## src/hw/rtl/vntg_pkg.sv

```systemverilog
// ----------------------------------------------------------------------------
// vntg_pkg: shared types and constants of the value noise tile generator
// Payload structs, register indexes, hash and reciprocal constants, and
// queue depths.
// ----------------------------------------------------------------------------
package vntg_pkg;

  localparam int COORD_BITS = 12;

  localparam int MID_DEPTH = 8;
  localparam int MID_AW    = $clog2(MID_DEPTH);
  localparam int OUT_DEPTH = 16;
  localparam int OUT_AW    = $clog2(OUT_DEPTH);

  localparam logic [31:0] HASH_MUL_X   = 32'd374761393;
  localparam logic [31:0] HASH_MUL_Y   = 32'd668265263;
  localparam logic [31:0] HASH_MUL_OUT = 32'd1274126177;
  localparam int          HASH_SHIFT   = 13;

  localparam logic [16:0] ONE_Q16   = 17'd65536;
  localparam logic [17:0] THREE_Q16 = 18'd196608;

  // terrain moduli and ceiling reciprocals (exact for the sum widths used)
  localparam int          MOD_BLOCK   = 13;
  localparam int          MOD_DIRT    = 5;
  localparam logic [16:0] RCP_BLOCK   = 17'd80660;
  localparam int          RCP_BLOCK_SH = 20;
  localparam logic [21:0] RCP_DIRT    = 22'd3355444;
  localparam int          RCP_DIRT_SH = 24;

  localparam logic [1:0] KIND_GRASS   = 2'd0;
  localparam logic [1:0] KIND_DIRT    = 2'd1;
  localparam logic [1:0] KIND_BLOCKED = 2'd2;

  localparam logic [1:0] REG_SEED  = 2'd0;
  localparam logic [1:0] REG_SCALE = 2'd1;
  localparam logic [1:0] REG_MIN   = 2'd2;
  localparam logic [1:0] REG_MAX   = 2'd3;

  typedef struct packed {
    logic [COORD_BITS-1:0] tile_x;
    logic [COORD_BITS-1:0] tile_y;
  } tile_t;

  typedef struct packed {
    logic signed [7:0] tile_height;
    logic [1:0]        tile_kind;
  } result_t;

  typedef struct packed {
    logic [31:0]       seed;
    logic [15:0]       scale;
    logic signed [7:0] min_h;
    logic signed [7:0] max_h;
  } cfg_t;

  // request from front to back: lattice cell, fractions, terrain kind
  typedef struct packed {
    logic [COORD_BITS-1:0] cx;
    logic [COORD_BITS-1:0] cy;
    logic [15:0]           fx;
    logic [15:0]           fy;
    logic [1:0]            kind;
  } cell_req_t;

  // queue status seen by the back end
  typedef struct packed {
    logic      empty;
    cell_req_t head;
  } cellq_stat_t;

endpackage

```

## src/hw/rtl/vntg_front.sv

```systemverilog
// ----------------------------------------------------------------------------
// vntg_front: input stage
// Accepts coordinates, scales them into cell and fraction, classifies the
// terrain kind, and pushes one request per tile into the cell queue.
// ----------------------------------------------------------------------------
module vntg_front import vntg_pkg::*; (
  input  logic      clk,
  input  logic      rst,
  input  cfg_t      cfg,
  input  tile_t     tile,
  input  logic      push,
  output logic      full,
  output logic      q_push,
  output cell_req_t q_data,
  input  logic      q_pop
);

  localparam int CB = COORD_BITS;

  // requests accepted but not yet taken from the cell queue
  logic [MID_AW:0] used;
  logic            accept;

  assign full   = (used == (MID_AW+1)'(MID_DEPTH));
  assign accept = push && !full;

  always_ff @(posedge clk) begin
    if (rst) begin
      used <= '0;
    end else begin
      used <= used + (MID_AW+1)'(accept) - (MID_AW+1)'(q_pop);
    end
  end

  // stage a: captured coordinate
  logic          a_vld;
  tile_t         a_tile;
  // stage b: scaled products and kind sums
  logic          b_vld;
  logic [CB+15:0] b_px, b_py;
  logic [CB:0]   b_s13;
  logic [CB+3:0] b_s5;
  // stage c: quotients
  logic          c_vld;
  logic [CB+15:0] c_px, c_py;
  logic [CB:0]   c_s13, c_q13;
  logic [CB+3:0] c_s5, c_q5;

  logic [CB+17:0] prod13;
  logic [CB+25:0] prod5;

  assign prod13 = (CB+18)'(b_s13) * (CB+18)'(RCP_BLOCK);
  assign prod5  = (CB+26)'(b_s5) * (CB+26)'(RCP_DIRT);

  always_ff @(posedge clk) begin
    if (rst) begin
      a_vld <= 1'b0;
      b_vld <= 1'b0;
      c_vld <= 1'b0;
    end else begin
      a_vld <= accept;
      b_vld <= a_vld;
      c_vld <= b_vld;
    end
    a_tile <= tile;
    b_px   <= (CB+16)'(a_tile.tile_x) * (CB+16)'(cfg.scale);
    b_py   <= (CB+16)'(a_tile.tile_y) * (CB+16)'(cfg.scale);
    b_s13  <= (CB+1)'(a_tile.tile_x) + (CB+1)'(a_tile.tile_y);
    b_s5   <= (CB+4)'(a_tile.tile_x) * (CB+4)'(3) + (CB+4)'(a_tile.tile_y) * (CB+4)'(7);
    c_px   <= b_px;
    c_py   <= b_py;
    c_s13  <= b_s13;
    c_s5   <= b_s5;
    c_q13  <= (CB+1)'(prod13 >> RCP_BLOCK_SH);
    c_q5   <= (CB+4)'(prod5 >> RCP_DIRT_SH);
  end

  logic blocked, dirt;
  assign blocked = (c_s13 == (CB+1)'(c_q13 * (CB+1)'(MOD_BLOCK)));
  assign dirt    = (c_s5 == (CB+4)'(c_q5 * (CB+4)'(MOD_DIRT)));

  always_comb begin
    q_data.cx = c_px[CB+15:16];
    q_data.cy = c_py[CB+15:16];
    q_data.fx = c_px[15:0];
    q_data.fy = c_py[15:0];
    if (blocked) begin
      q_data.kind = KIND_BLOCKED;
    end else if (dirt) begin
      q_data.kind = KIND_DIRT;
    end else begin
      q_data.kind = KIND_GRASS;
    end
  end

  assign q_push = c_vld;

endmodule

```

## config.mk

```make
export PLATFORM = sky130hd
export DESIGN_NAME = vntg_front
export DESIGN_NICKNAME = d
export VERILOG_FILES = /design/src/hw/rtl/vntg_pkg.sv /design/src/hw/rtl/vntg_front.sv
export SDC_FILE = /design/constraint.sdc
export NUM_CORES = 2
export LEC_CHECK = 0
export BUFFER_PORTS_ARGS = -buffer_cell sky130_fd_sc_hd__buf_2
export CORE_MARGIN = 3
export CORE_UTILIZATION = 55
export DETAILED_ROUTE_END_ITERATION = 7
export PLACE_DENSITY_LB_ADDON = 0.05
export SKIP_LAST_GASP = 1
export SLEW_MARGIN = 20
export SYNTH_ARGS = -nofsm -noshare
export SYNTH_HDL_FRONTEND = slang
export SYNTH_SLANG_ARGS = --single-unit
```

## constraint.sdc

```tcl
create_clock -name clk -period 10.47 [get_ports clk]
set_input_delay 1.047 -clock clk [delete_from_list [all_inputs] [get_ports clk]]
set_output_delay 1.047 -clock clk [all_outputs]
set_load 0.005 [all_outputs]
```

==> metrics.cfg <==
[outcome]
status=completed

[synth]
synth_cell_types=69
synth-edff-count=0
synth-seq-area-share_pct=16.34
yosys_register_bits=223
yosysWarnings=0
syn_area_um2=27320
syn_area_per_cell_um2=9.798
synth_top_cell_by_area=fa_1
postSynthCellCount=2788
syn-num-nets=3765
async_reset_ff_share_pct=0
ys.flop_type=dfxtp_1
synth_top_area_share_pct=33.13
synthTopCellsByArea=fa_1 33%, ha_1 20%, dfxtp_1 16%, inv_1 8.8%, nand2_1 4.0%

[cells_and_area]
multi_input_area_um2=20210
fill_cells=4351
synthToLayoutAreaGrowth_pct=7.480
nNetsFinal=3842
drive_above_1_share_pct=6.343
ff_latch_area_um2=4464
utilization_pct=59.85

[worst_setup_path]
reg2reg_depth=18
critPathKind=flop to flop
r2r-start=a_tile[6]
rrSetupSlack_ns=4.42
path_depth=18
crit_end=b_py[26]
cp-startpoint=a_tile[6]
critPathBufInv=3
rr_endpoint=b_py[26]
cp_common_cell=fa_1
path_max_fanout=20
path_cells=nand2_1 -> fa_1 -> inv_1 -> fa_1 -> fa_1 -> fa_1 -> inv_1 -> fa_1 -> inv_1 -> ha_1 -> and3_1 -> a21boi_0 -> a41oi_1 -> a21oi_1 -> a211oi_2 -> o31ai_1 -> a21oi_1 -> xnor2_1
cp_data_required_time_ns=10.91
slowest_delay_ns=1.02
arrival_ns=6.50
cp_slowest_cell=dfxtp_1
crit_path_start_kind=flop
endpoint_kind=flop
path_delay_family=adder cells

[min_path]
whs_path_depth=0
hp-class=flop to flop
hp-start=b_py[8]

[floorplan]
core-area_um2=49050
row_count=81
die_y_um=228.9
num_io_pins=152
die_area_um2=52380
initial_core_util_pct=55.69
die_w_um=228.9

[drt]
routedWlPerCell_um=16.06
via_count=18540
detail_route.first_pass.iterations=5
drc_errors=0
drt_wl_total_um=57020
vias_per_cell=5.223
first_iter_violations=674
antenna_left=0

[clocking]
cts_resized=0
ctsHoldBuffers=0
post_cts_buffers=0
root_buffer=clkbuf_16
clock_latency_ns=0.56
clockBufferDepth=3
cts.sinks=223
cts_made_buffers=26
cts_tree=built
clkTransAtPathRegs_ns=0.06
htreeDepth=1

[global_route]
grt_overflow=0
gr-usage-all-layers_pct=23.01
grt_antenna_before_repair=1
grt_pass1_wl_um=99020
grt_pass1_vias=20510
grt_max_degree=25

[timing]
rsz0062_at_grt=false
relSlewSlack_pct=25.92
min_period_ns=6.053
fin_crit_sh_pct=57.81
tightest_slew_ns=1.110
timing.final.max_slew_violations=0
tns_ns=0
finalHoldViolCount=0
clock.fmax_mhz=165.2
fin_skew_ns=0.01245
setup_viol=0

[flow_run]
maxCapViolations=0

[place]
hpwl_um=45200
gp_congestion=0.8552
port_buffers=103

per-stage QoR:
| step | setup WS (ns) | cells | hold WS (ns) | cell area [um2] |
|---|---|---|---|---|
| 3_3_place_gp | 3.966 | 3501 | 0.3121 | 28480 |
| 6_report | 4.417 | 3550 | 0.3183 | 29360 |
| 3_5_place_dp | 3.937 | 3501 | 0.3121 | 28480 |
| 4_1_cts | 4.442 | 3549 | 0.3213 | 29360 |
| 5_1_grt | 4.154 | 3549 | 0.3246 | 29360 |
| 2_1_floorplan | 4.678 | 2788 | 0.3096 | 27320 |
cells in the mapped netlist, drive strengths merged (3+ instances only):
library cell,number
inv,644
fa,452
ha,433
nand2,292
dfxtp,223
and2,139
a21oi,97
xnor2,93
clkbuf,59
xor2,44
nor2,43
o21ai,42
a21o,39
nand3,19
a211oi,14
nor3,14
o21a,12
and3,11
nand2b,10
nor2b,10
o21bai,10
o31ai,10
a31oi,7
nand4,7
or3,7
a31o,5
nor4,5
or2,5
a2111oi,3
a311oi,3
o41ai,3
sequential cells by signal, indices dropped and copies added, names as in the netlist, 4 cells and up:
signal and flops:
b_s13 12, c_s13 12, a_tile 24, used 4, c_q13 10, c_s5 16
b_s5 16, b_py 28, c_q5 14, b_px 28, c_py 28, c_px 28
logic make-up (layout without fill, tap and decap cells):
logic type	Yosys count	count (layout)	synth area share, %
muxes	3	3	0.1786
AOI/OAI and AO/OA	269	269	6.573
DFF	223	223	16.34
and+or+nand+nor	567	567	9.866
xor gates and xnor gates	137	137	4.393
adders and majority gates	885	885	52.96
other	0	1	0
buffers and inverters	704	801	9.688
placed cells by master (no fill, tap or decap), drive strengths merged, types with 3 or more instances in the layout:
master / synthesis / routed
a211oi: 14 / 14
nor3: 14 / 14
o21bai: 10 / 10
o41ai: 3 / 3
fa: 452 / 452
and2: 139 / 139
o21ai: 42 / 42
nand2b: 10 / 10
and3: 11 / 11
inv: 644 / 647
xnor2: 93 / 93
a311oi: 3 / 3
nand2: 292 / 292
ha: 433 / 433
a31o: 5 / 5
nor2: 43 / 43
clkinv: 0 / 5
nand3: 19 / 19
dfxtp: 223 / 223
o31ai: 10 / 10
o21a: 12 / 12
or2: 5 / 5
buf: 1 / 109
a31oi: 7 / 7
clkbuf: 59 / 38
nor4: 5 / 5
xor2: 44 / 44
a21oi: 97 / 97
or3: 7 / 7
a2111oi: 3 / 3
nor2b: 10 / 10
a21o: 39 / 39
nand4: 7 / 7
worst min-delay path by stage:
stage               slack (ns)        to
floorplan                 0.31   c_px[0]
global placement          0.31  c_py[15]
detailed placement        0.31  c_px[12]
CTS                       0.32   c_py[8]
global route              0.32   c_py[8]
finish                    0.32   c_py[8]
routing by layer:
| layer | GRT usage (%) | part of all wire [%] | vias up |
|---|---|---|---|
| met5 | 0 | 0 | - |
| li1 | - | - | 8744 |
| met3 | 3.166 | 4.5 | 68 |
| met4 | 4.314 | 1.8 | 0 |
| met2 | 42.25 | 51 | 329 |
| met1 | 29.19 | 43 | 9400 |
layout make-up:
class	count	area share (%)
Clock buffer	38	2.608
Sequential cell	223	15.21
Clock inverter	10	0.3836
Inverter	644	8.234
Multi-Input combinational cell	1861	68.82
Timing Repair Buffer	109	1.909
Tap cell	664	2.830
Antenna cell	1	0.008523
Power is not shown: default switching activity piles up to over one toggle a cycle in this logic, so the estimate is an artifact.
