File: src/hw/rtl/vntg_pkg.sv
// ----------------------------------------------------------------------------
// vntg_pkg: shared types and constants of the value noise tile generator
// Payload structs, register indexes, hash and reciprocal constants, and
// queue depths.
// ----------------------------------------------------------------------------
package vntg_pkg;

  localparam int COORD_BITS = 12;

  localparam int MID_DEPTH = 8;
  localparam int MID_AW    = $clog2(MID_DEPTH);
  localparam int OUT_DEPTH = 16;
  localparam int OUT_AW    = $clog2(OUT_DEPTH);

  localparam logic [31:0] HASH_MUL_X   = 32'd374761393;
  localparam logic [31:0] HASH_MUL_Y   = 32'd668265263;
  localparam logic [31:0] HASH_MUL_OUT = 32'd1274126177;
  localparam int          HASH_SHIFT   = 13;

  localparam logic [16:0] ONE_Q16   = 17'd65536;
  localparam logic [17:0] THREE_Q16 = 18'd196608;

  // terrain moduli and ceiling reciprocals (exact for the sum widths used)
  localparam int          MOD_BLOCK   = 13;
  localparam int          MOD_DIRT    = 5;
  localparam logic [16:0] RCP_BLOCK   = 17'd80660;
  localparam int          RCP_BLOCK_SH = 20;
  localparam logic [21:0] RCP_DIRT    = 22'd3355444;
  localparam int          RCP_DIRT_SH = 24;

  localparam logic [1:0] KIND_GRASS   = 2'd0;
  localparam logic [1:0] KIND_DIRT    = 2'd1;
  localparam logic [1:0] KIND_BLOCKED = 2'd2;

  localparam logic [1:0] REG_SEED  = 2'd0;
  localparam logic [1:0] REG_SCALE = 2'd1;
  localparam logic [1:0] REG_MIN   = 2'd2;
  localparam logic [1:0] REG_MAX   = 2'd3;

  typedef struct packed {
    logic [COORD_BITS-1:0] tile_x;
    logic [COORD_BITS-1:0] tile_y;
  } tile_t;

  typedef struct packed {
    logic signed [7:0] tile_height;
    logic [1:0]        tile_kind;
  } result_t;

  typedef struct packed {
    logic [31:0]       seed;
    logic [15:0]       scale;
    logic signed [7:0] min_h;
    logic signed [7:0] max_h;
  } cfg_t;

  // request from front to back: lattice cell, fractions, terrain kind
  typedef struct packed {
    logic [COORD_BITS-1:0] cx;
    logic [COORD_BITS-1:0] cy;
    logic [15:0]           fx;
    logic [15:0]           fy;
    logic [1:0]            kind;
  } cell_req_t;

  // queue status seen by the back end
  typedef struct packed {
    logic      empty;
    cell_req_t head;
  } cellq_stat_t;

endpackage

File: src/hw/rtl/vntg_cellq.sv
// ----------------------------------------------------------------------------
// vntg_cellq: cell request queue
// Short FIFO between front and back ends; the front never pushes when full.
// ----------------------------------------------------------------------------
module vntg_cellq import vntg_pkg::*; (
  input  logic        clk,
  input  logic        rst,
  input  logic        q_push,
  input  cell_req_t   q_data,
  input  logic        q_pop,
  output cellq_stat_t stat
);

  cell_req_t       mem [MID_DEPTH];
  logic [MID_AW-1:0] wr_ptr, rd_ptr;
  logic [MID_AW:0]   count;

  always_ff @(posedge clk) begin
    if (rst) begin
      wr_ptr <= '0;
      rd_ptr <= '0;
      count  <= '0;
    end else begin
      if (q_push) wr_ptr <= wr_ptr + 1'b1;
      if (q_pop)  rd_ptr <= rd_ptr + 1'b1;
      count <= count + (MID_AW+1)'(q_push) - (MID_AW+1)'(q_pop);
    end
    if (q_push) mem[wr_ptr] <= q_data;
  end

  assign stat.empty = (count == '0);
  assign stat.head  = mem[rd_ptr];

endmodule

File: config.mk
export PLATFORM = sky130hd
export DESIGN_NAME = vntg_cellq
export DESIGN_NICKNAME = d
export VERILOG_FILES = /design/src/hw/rtl/vntg_pkg.sv /design/src/hw/rtl/vntg_cellq.sv
export SDC_FILE = /design/constraint.sdc
export NUM_CORES = 1
export LEC_CHECK = 0
export BUFFER_PORTS_ARGS = -buffer_cell sky130_fd_sc_hd__buf_2
export CAP_MARGIN = 40
export CORE_UTILIZATION = 39
export DETAILED_ROUTE_END_ITERATION = 8
export GPL_TIMING_DRIVEN = 0
export HOLD_SLACK_MARGIN = 0.06
export SYNTH_ARGS = -nofsm -noshare
export SYNTH_HDL_FRONTEND = slang
export SYNTH_SLANG_ARGS = --single-unit
File: constraint.sdc
create_clock -name clk -period 6.1 [get_ports clk]
set_input_delay 0 -clock clk [delete_from_list [all_inputs] [get_ports clk]]
set_output_delay 0 -clock clk [all_outputs]
set_load 0.01 [all_outputs]
==> reports/qor.yml, run 1 <==
global_routing:
  use_met2_pct: 25.2
  grt_max_degree: 23
  busiest_layer: "met2"
  use_met3_pct: 3.38
  overflow: 0
  grt_pass1_vias: 8740
  grt_pass1_wl_um: 54700
  gr-usage-all-layers_pct: 15.8
  antenna_found_initial: 1
  use_met1_pct: 22.2
synth:
  syn_avg_cell_area_um2: 24.7
  synth_cell_type_count: 27
  post-synth-top-area-fraction_pct: 76.5
  ys_seq_area_share_pct: 77.9
  synthesis.area_mm2: 0.0182
  yosysTopAreaCell: "edfxtp_1"
  ys_ff_latch: 477
  ys_warn_count: 0
  synth_nets: 808
  syn_inst: 738
  netlist_top_cells_area: "edfxtp_1 (76%), mux4_2 (13%), mux2_4 (3.3%), dfxtp_1 (1.4%), mux4_1 (1.2%)"
status:
  status: "finished clean"
worst_setup_path:
  worst_ep_required_time_ns: 6.10
  crit_fanout: 10
  worst-setup-path-type: "register to output port"
  reg2reg_slack_ns: 3.99
  critPathArrivalTime_ns: 2.66
  ff2ff_path_depth: 4
  start_kind: "register"
  critPathCaptureType: "output port"
clock_tree:
  clk_latency_ns: 0.57
  cts_resized: 0
  h-tree-depth: 2
  cts_buffers: 48
  cts.sinks: 477
  cts_tree: "built"
  cts.path.max_buffers: 3
  cts-root-buf: "clkbuf_16"
  clk_pin_slew_ns: 0.06
placement:
  numPortBuffers: 120
  dpl_cell_area_mm2: 0.0201
  preCtsSetupSlack_ns: 3.94
  place.gp.congestion: 0.668
  dp_hpwl_um: 22900
finish:
  areaGrowthSynthToFinish_pct: 21.6
  fillers: 3740
  finalInstanceArea_mm2: 0.0222
  layout_common_cells: "edfxtp_1 (464), buf_2 (133), mux4_2 (108)"
  nNetsFinal: 1072
  post_route_cells_drive_above_1_share_pct: 39.6
  final_common_cell: "edfxtp_1"
route:
  routedWlPerCell_um: 22.3
  wl_um: 36600
  avgViaCountPerCell: 5.06
  drt_pass1_iterations: 5
  final_antenna_net_count: 0
  drc: 0
  drt_iter0_markers: 669
  num_vias: 8288
flow_run:
  drv_cap: 0
power_and_ir_drop:
  p_sw_mw: 1.53
  clock_power_share_pct: 37.8
  swShare_pct: 21.6
  p_per_area_mw_per_mm2: 320
  max-vdd-ir-drop_uv: 185
  p_int_mw: 5.56
  p_seq_share_pct: 52.3
  leakage_nw: 7.29
  pwr-share-comb_pct: 9.9
timing:
  skew_ns: 0.00773
  rsz0062_at_grt: "false"
  slew_viol_final: 0
  period_minus_slack_ns: 2.66
  fin_ws_ns: 3.44
  hold_violations: 0
  worstMarginPinSlew_ns: 0.831
  timing.fmax_ghz: 0.376
  finalSetupViolCount: 0
  post-route-period-util_pct: 43.6
  maxSlewHeadroom_pct: 44.6
hold_path:
  whs_path_depth: 2
  min_path_type: "primary input to register"
die:
  dieArea_mm2: 0.0476
  io_pins: 121
  start_util_pct: 39.8
  die_height_um: 218
  die_w_um: 218
  core_area_mm2: 0.0458
  rows: 78
power groups by stage:
stage          Clock, mW  Sequential [mW]  Combinational (mW)
2_1_floorplan          0             3.78               0.419
3_3_place_gp           0             3.80               0.647
3_5_place_dp           0             3.78               0.689
4_1_cts             2.75             3.71               0.726
5_1_grt             2.87             3.72               0.768
6_report            2.68             3.71               0.704
sequential cells by signal, summed over array words and instances, names as in the netlist, named ones only:
name / flops
mem: 464
count: 4
rd_ptr: 3
wr_ptr: 3
synth_stat cells, drive strengths merged:
| library cell | count |
|---|---|
| edfxtp | 464 |
| mux4 | 116 |
| mux2 | 58 |
| buf | 21 |
| nor2 | 16 |
| dfxtp | 13 |
| clkbuf | 12 |
| ha | 7 |
| inv | 7 |
| nand2 | 4 |
| nand2b | 4 |
| xor2 | 3 |
| a21oi | 2 |
| mux2i | 2 |
| nor3 | 2 |
| xnor2 | 2 |
| a31o | 1 |
| and3 | 1 |
| fa | 1 |
| nand3 | 1 |
| nor2b | 1 |
layout make-up:
cell class	count	area, µm²	share of cell area, %
multi-input combinational	221	3820	17.2
inverter	7	26.3	0.119
tap	600	751	3.39
buffer	33	236	1.07
clock inverter	24	141	0.638
timing repair buffer	214	1720	7.75
antenna	1	2.50	0.0113
sequential	477	14200	64.0
clock buffer	62	1270	5.75
what timing repair did:
item                                    4_1_cts  5_1_grt
hold buffers                                 61        0
hold endpoints to repair                    477        0
setup buffers                                 0        0
endpoints found under the setup margin        0        0
kinds of logic (layout without fill, tap and decap cells):
kind of cell / after synthesis / count (layout) / share of synthesized area [%]
adders and majority gates: 8 / 8 / 0.591
buffers and inverters: 40 / 340 / 1.44
xor gates and xnor gates: 5 / 5 / 0.240
DFF: 477 / 477 / 77.9
muxes: 176 / 176 / 19.0
and+or+nand+nor: 29 / 29 / 0.700
AOI/OAI and AO/OA: 3 / 3 / 0.103
other: 0 / 1 / 0
metrics by stage:
| stage | TNS, ns | power (mW) | cells | hold slack (ns) | utilization [%] |
|---|---|---|---|---|---|
| finish | 0 | 7.10 | 1639 | 0.239 | 48.4 |
| global route | 0 | 7.36 | 1639 | 0.230 | 48.4 |
| global placement | -379.61 | 4.44 | 1458 | 0.267 | 42.8 |
| CTS | 0 | 7.19 | 1638 | 0.204 | 48.4 |
| detailed placement | 0 | 4.47 | 1491 | 0.276 | 44.0 |
| floorplan | 0 | 4.20 | 738 | 0.0989 | - |
layer usage:
| layer | vias to the layer above | share of wire (%) |
|---|---|---|
| met4 | 0 | 1.5 |
| met2 | 182 | 49 |
| met5 | - | 0 |
| li1 | 3668 | - |
| met1 | 4390 | 45 |
| met3 | 48 | 5.0 |
worst paths after layout:
path	endpoint	start
setup reg to reg	mem[6][24]$_DFFE_PP_	wr_ptr[1]$_SDFFE_PP0P_
hold / removal	mem[4][15]$_DFFE_PP_	q_data[15]
setup / recovery	stat[55]	register
hold reg to reg	wr_ptr[2]$_SDFFE_PP0P_	wr_ptr[2]$_SDFFE_PP0P_
worst max-delay path, cell delays in order, from the launching register on:
cell and delay (ns):
dfxtp_1 0.40, buf_1 0.63, buf_2 0.53, mux2_4 0.37, buf_2 0.15
(Power assumes the default switching activity.)
==> run 2, diff against run 1 <==
- clock period: 6.1 -> 2.35 ns (I/O delays scaled with it)
==> run 2 against run 1 <==
  * Power increased to 2.7 times the previous value
  * Non-clock buffer count up 3
  * Flip-flop and latch count unchanged
  * Sequential power rose to 2.6 times the previous value
  * Clock skew increased by 0.0032 ns
  * Critical endpoint is now stat[42]
  * Count of clock-buffer cells in the layout increased by 9
  * Die area unchanged
  * Clock power grew to 2.7 times the previous value
  * Via count is 0.42% higher
==> reports/qor.yml, run 2 (synthesized netlist as in run 1, its figures left out) <==
power_and_ir_drop:
  finalPower_mw: 18.9  # +170%
  leakage_nw: 7.52  # +3.2%
  p_per_area_mw_per_mm2: 831  # +160%
  max-vdd-ir-drop_uv: 548  # +200%
finish:
  top_regs: "mem: 464 flops, count: 4 flops"
  final_cells: 1649  # +0.61%
  nNetsFinal: 1077  # +0.47%
  areaGrowthSynthToFinish_pct: 25.1
  layout_common_cells: "edfxtp_1 (464), mux4_2 (109), buf_2 (90)"
  post_route_cells_drive_above_1_share_pct: 40.5  # +0.90 points
  final_common_cell: "edfxtp_1"
  largest_reg_flops: 464  # unchanged
  regMostFlops: "mem"
timing:
  post-route-period-util_pct: 98.2
  rsz0062_at_grt: "true"
  hold_violations: 0  # unchanged
  skew_ns: 0.0109  # +0.00322 ns
  fin_ws_ns: 0.0429  # -3.40 ns
  timing.fmax_ghz: 0.433
  maxSlewHeadroom_pct: 42.8  # -1.8 points
  finalSetupViolCount: 0  # unchanged
  period_minus_slack_ns: 2.31
  worstMarginPinSlew_ns: 0.856  # +0.0251 ns
  hold_slack_ns: 0.231  # -0.00758 ns
  fin_setup_tns_ns: 0  # unchanged
  slew_viol_final: 0  # unchanged
worst_setup_path:
  r2r_end: "mem[1][27]$_DFFE_PP_"
  ff2ff_path_depth: 3  # -1
  worst-setup-path-type: "register to output port"
  crit_fanout: 9  # -1
  worst_ep_required_time_ns: 2.35  # -3.75 ns
  start_kind: "register"
  critPathCaptureType: "output port"
  crit_end: "stat[42]"
  r2r-start: "wr_ptr[0]$_SDFFE_PP0P_"
  critPathArrivalTime_ns: 2.31  # -0.35 ns
  reg2reg_slack_ns: 0.25  # -3.74 ns
status:
  status: "finished clean"
die:
  die_w_um: 218  # unchanged
  io_pins: 121  # unchanged
  core_area_mm2: 0.0458  # unchanged
  die_height_um: 218  # unchanged
  dieArea_mm2: 0.0476  # unchanged
  rows: 78  # unchanged
  start_util_pct: 39.8  # unchanged
clock_tree:
  cts_buffers: 50  # +4.2%
  clk_latency_ns: 0.58  # about the same
  cts-root-buf: "clkbuf_16"
  cts.path.max_buffers: 3  # unchanged
  h-tree-depth: 2  # unchanged
  cts_tree: "built"
  cts.sinks: 477  # unchanged
  clk_pin_slew_ns: 0.06  # about the same
placement:
  place.gp.congestion: 0.664  # -0.55%
  dp_hpwl_um: 22400  # -2.3%
  numPortBuffers: 120  # unchanged
  preCtsSetupSlack_ns: 0.225  # -3.71 ns
  place_inst: 1485  # -0.40%
hold_path:
  min_path_type: "primary input to register"
  hold_start: "q_data[13]"
  whs_path_depth: 2  # unchanged
global_routing:
  overflow: 0  # unchanged
  use_met1_pct: 22.6  # +0.40 points
  antenna_found_initial: 3  # +2
  grt_pass1_vias: 9017  # +3.2%
  grt_pass1_wl_um: 55400  # +1.2%
  use_met2_pct: 25.4  # +0.18 points
  gr-usage-all-layers_pct: 16.0  # +0.21 points
  busiest_layer: "met2"
  use_met3_pct: 2.92  # -0.46 points
  grt_max_degree: 23  # unchanged
route:
  drt_iter0_markers: 599  # -10%
  drt_pass1_iterations: 5  # unchanged
  drc: 0  # unchanged
  wl_um: 36800  # +0.64%
  avgViaCountPerCell: 5.05  # -0.19%
  final_antenna_net_count: 0  # unchanged
  num_vias: 8323  # +0.42%
  routedWlPerCell_um: 22.3  # about the same
flow_run:
  drv_cap: 0  # unchanged
==> run 2: changes by cell type in the layout (fill, tap and decap cells not counted), moves of 6 or more <==
| cell | before | now |
|---|---|---|
| buf_16 | 5 | 11 |
| buf_8 | 1 | 10 |
| clkbuf_2 | 0 | 7 |
| buf_2 | 133 | 90 |
| buf_6 | 11 | 40 |
| clkbuf_16 | 49 | 58 |
==> run 2: metrics by stage <==
step | util (%) | cell area (µm²)
after floorplan | - | 18300
after global placement | 42.9 | 19600
after detailed placement | 44.2 | 20200
after CTS | 49.2 | 22500
after global routing | 49.8 | 22800
final | 49.8 | 22800
==> run 2: timing repair <==
item,CTS,global route
pin swaps,0,0
hold endpoints to repair,490,0
endpoints found under the setup margin,58,56
gates resized for setup,39,33
hold buffers,62,0
buffers inserted,3,1
gates cloned,1,3
==> run 2: critical path: stages, from the launching register on <==
cell and delay, ns:
dfxtp_2 0.34, buf_12 0.15, clkbuf_16 0.17, clkbuf_16 0.16, mux4_2 0.49, mux2_4 0.30, buf_6 0.13
==> run 2: routing by layer <==
metal / wire (µm) / vias to the layer above
met3: 1620 / 51
met2: 17500 / 179
met1: 17000 / 4399
met4: 657 / 2
met5: 13 / -
li1: - / 3692
==> run 2: area by class of cell <==
| cell class | instances | area (µm²) |
|---|---|---|
| Fill cell | 3659 | 23000 |
| Sequential cell | 477 | 14200 |
| Clock inverter | 21 | 119 |
| Clock buffer | 71 | 1390 |
| Inverter | 7 | 26.3 |
| Tap cell | 600 | 751 |
| Buffer | 33 | 342 |
| Multi-Input combinational cell | 221 | 3840 |
| Timing Repair Buffer | 217 | 2120 |
| Antenna cell | 2 | 5.00 |
==> run 2: worst min path at each step <==
stage | end | slack [ns]
6_report | mem[5][13]$_DFFE_PP_ | 0.23
4_1_cts | mem[1][52]$_DFFE_PP_ | 0.19
5_1_grt | mem[0][20]$_DFFE_PP_ | 0.22
2_1_floorplan | mem[0][0]$_DFFE_PP_ | 0.1
3_5_place_dp | mem[0][0]$_DFFE_PP_ | 0.27
3_3_place_gp | mem[5][11]$_DFFE_PP_ | 0.27
==> run 2: report_power, final <==
part	internal (mW)	total [mW]	leakage (nW)	switching (mW)
Combinational	1.12	2.04	2.46	0.922
Sequential	9.58	9.65	4.32	0.0651
Clock	4.22	7.26	0.739	3.04
==> run 3, diff against run 2 <==
- clock period: 2.35 -> 2.7 ns (I/O delays scaled with it)
==> run 3 against run 2 <==
  * Power is 15% lower
  * Combinational power decreased by 22%
  * Clock power down 15%
  * Critical path depth decreased by 1
  * Wire length unchanged
  * Setup slack better by 0.091 ns
  * Design area down 2.3%
  * First-iteration DRC count shrank 4.7%
  * Global-route usage grew 0.089 points
  * Count of clock-buffer cells in the layout down 6
  * Clock skew rose by 0.0088 ns
==> reports/qor.yml, run 3 (synthesized netlist as in run 1, its figures left out) <==
timing:
  slew_viol_final: 0  # unchanged
  rsz0062_at_grt: "false"
  post-route-period-util_pct: 95.0
  hold_violations: 0  # unchanged
  finalSetupViolCount: 0  # unchanged
  period_minus_slack_ns: 2.57
  maxSlewHeadroom_pct: 46.5  # +3.7 points
  worstMarginPinSlew_ns: 0.803  # -0.0532 ns
  fin_ws_ns: 0.134  # +0.0909 ns
  fin_setup_tns_ns: 0  # unchanged
  skew_ns: 0.0197  # +0.00876 ns
  timing.fmax_ghz: 0.390
worst_setup_path:
  start_kind: "register"
  critPathTopFamily: "buffers and inverters"
  worstPathCellList: "buf_2 > clkbuf_1 > mux4_2 > mux2_2 > buf_2"
  r2r_end: "mem[0][37]$_DFFE_PP_"
  critPathCaptureType: "output port"
  critPathArrivalTime_ns: 2.57  # +0.26 ns
  worst_ep_required_time_ns: 2.70  # +0.35 ns
  slowest_stage: "clkbuf_1"
  critical_path_buf_inv_count: 3  # -1
  worst-setup-path-type: "register to output port"
  cpPeakStageDelay_ns: 0.59  # +0.10 ns
  ff2ff_path_depth: 5  # +2
  crit_fanout: 10  # +1
  r2r-start: "wr_ptr[2]$_SDFFE_PP0P_"
  crit_top_cell: "buf_2"
  reg2reg_slack_ns: 0.60  # +0.35 ns
global_routing:
  use_met1_pct: 22.6  # +0.075 points
  antenna_found_initial: 1  # -2
  grt_max_degree: 23  # unchanged
  overflow: 0  # unchanged
  busiest_layer: "met2"
  gr-usage-all-layers_pct: 16.1  # +0.089 points
  grt_pass1_wl_um: 55700  # +0.54%
  use_met2_pct: 25.8  # +0.44 points
  use_met3_pct: 3.20  # +0.28 points
  grt_pass1_vias: 8914  # -1.1%
die:
  io_pins: 121  # unchanged
  start_util_pct: 39.8  # unchanged
  die_height_um: 218  # unchanged
  die_w_um: 218  # unchanged
  rows: 78  # unchanged
  dieArea_mm2: 0.0476  # unchanged
  core_area_mm2: 0.0458  # unchanged
power_and_ir_drop:
  p_per_area_mw_per_mm2: 725  # -13%
  finalPower_mw: 16.1  # -15%
  max-vdd-ir-drop_uv: 448  # -18%
  leakage_nw: 7.30  # -2.9%
route:
  avgViaCountPerCell: 5.03  # -0.31%
  drt_pass1_iterations: 4  # -1
  routedWlPerCell_um: 22.5  # +0.86%
  num_vias: 8227  # -1.2%
  final_antenna_net_count: 0  # unchanged
  drt_iter0_markers: 571  # -4.7%
  drc: 0  # unchanged
  wl_um: 36800  # unchanged
clock_tree:
  cts-root-buf: "clkbuf_16"
  clk_latency_ns: 0.58  # about the same
  cts.path.max_buffers: 3  # unchanged
  h-tree-depth: 2  # unchanged
  cts_buffers: 48  # -4.0%
  clk_pin_slew_ns: 0.06  # about the same
  postCtsSetupRepairBufs: 0  # -3
  cts.sinks: 477  # unchanged
  cts_tree: "built"
status:
  status: "finished clean"
finish:
  layout_common_cells: "edfxtp_1 (464), buf_2 (129), mux4_2 (108)"
  fillers: 3687  # +0.77%
  nNetsFinal: 1069  # -0.74%
  areaGrowthSynthToFinish_pct: 22.2
  antennaDiodeCount: 0  # -2
  largest_reg_flops: 464  # unchanged
  finalInstanceArea_mm2: 0.0223  # -2.3%
  post_route_cells_drive_above_1_share_pct: 39.1  # -1.4 points
  top_regs: "mem: 464 flops, count: 4 flops"
  regMostFlops: "mem"
  final_cells: 1635  # -0.85%
  final_common_cell: "edfxtp_1"
placement:
  dp_hpwl_um: 22700  # +1.4%
  preCtsSetupSlack_ns: 0.539  # +0.314 ns
  place_inst: 1487  # +0.13%
  place.gp.congestion: 0.678  # +2.1%
  numPortBuffers: 120  # unchanged
  dpl_cell_area_mm2: 0.0202  # -0.11%
flow_run:
  drv_cap: 0  # unchanged
hold_path:
  hold_end: "mem[6][47]$_DFFE_PP_"
  whs_path_depth: 2  # unchanged
  hold_start: "q_data[47]"
  min_path_type: "primary input to register"
## run 3: per-stage QoR
step	hold WS, ns	utilization [%]
2_1_floorplan	0.0989	-
3_3_place_gp	0.268	42.8
3_5_place_dp	0.271	44.1
4_1_cts	0.188	48.6
5_1_grt	0.218	48.6
6_report	0.223	48.6
## run 3: cell type report
cell class                      instances  area, µm²  area share (%)
Multi-Input combinational cell        221       3830            17.2
Inverter                                7       26.3           0.118
Buffer                                 33        250            1.12
Timing Repair Buffer                  211       1770            7.96
Tap cell                              600        751            3.37
Clock buffer                           65       1300            5.82
Sequential cell                       477      14200            63.7
Clock inverter                         21        145           0.652
## run 3: how the worst max path moves through the flow
stage / startpoint / cells past startpoint / slack [ns] / end
floorplan: wr_ptr[0]$_SDFFE_PP0P_ / 2 / -0.76 / mem[1][0]$_DFFE_PP_
global placement: wr_ptr[0]$_SDFFE_PP0P_ / 2 / -3.68 / mem[1][45]$_DFFE_PP_
detailed placement: wr_ptr[2]$_SDFFE_PP0P_ / 5 / 0.54 / mem[0][50]$_DFFE_PP_
CTS: register / 6 / -0.03 / stat[23]
global route: register / 5 / 0.006 / stat[25]
finish: register / 5 / 0.13 / stat[15]
## run 3: layer usage
metal / up-vias / share of wire [%]
li1: 3659 / -
met1: 4350 / 45
met2: 156 / 48
met3: 60 / 4.5
met4: 2 / 1.7
met5: - / 0.035
## run 3: where the power goes
group / leakage [nW] / switching (mW) / total (mW) / internal (mW)
logic: 2.28 / 0.769 / 1.59 / 0.821
registers: 4.32 / 0.0546 / 8.39 / 8.34
clock network: 0.700 / 2.63 / 6.16 / 3.54
## run 3: repair_timing
action | 4_1_cts | 5_1_grt
endpoints found under the hold margin | 477 | 0
hold buffers | 62 | 0
resized for setup | 0 | 9
setup endpoints to repair | 13 | 46
pin swaps | 0 | 0
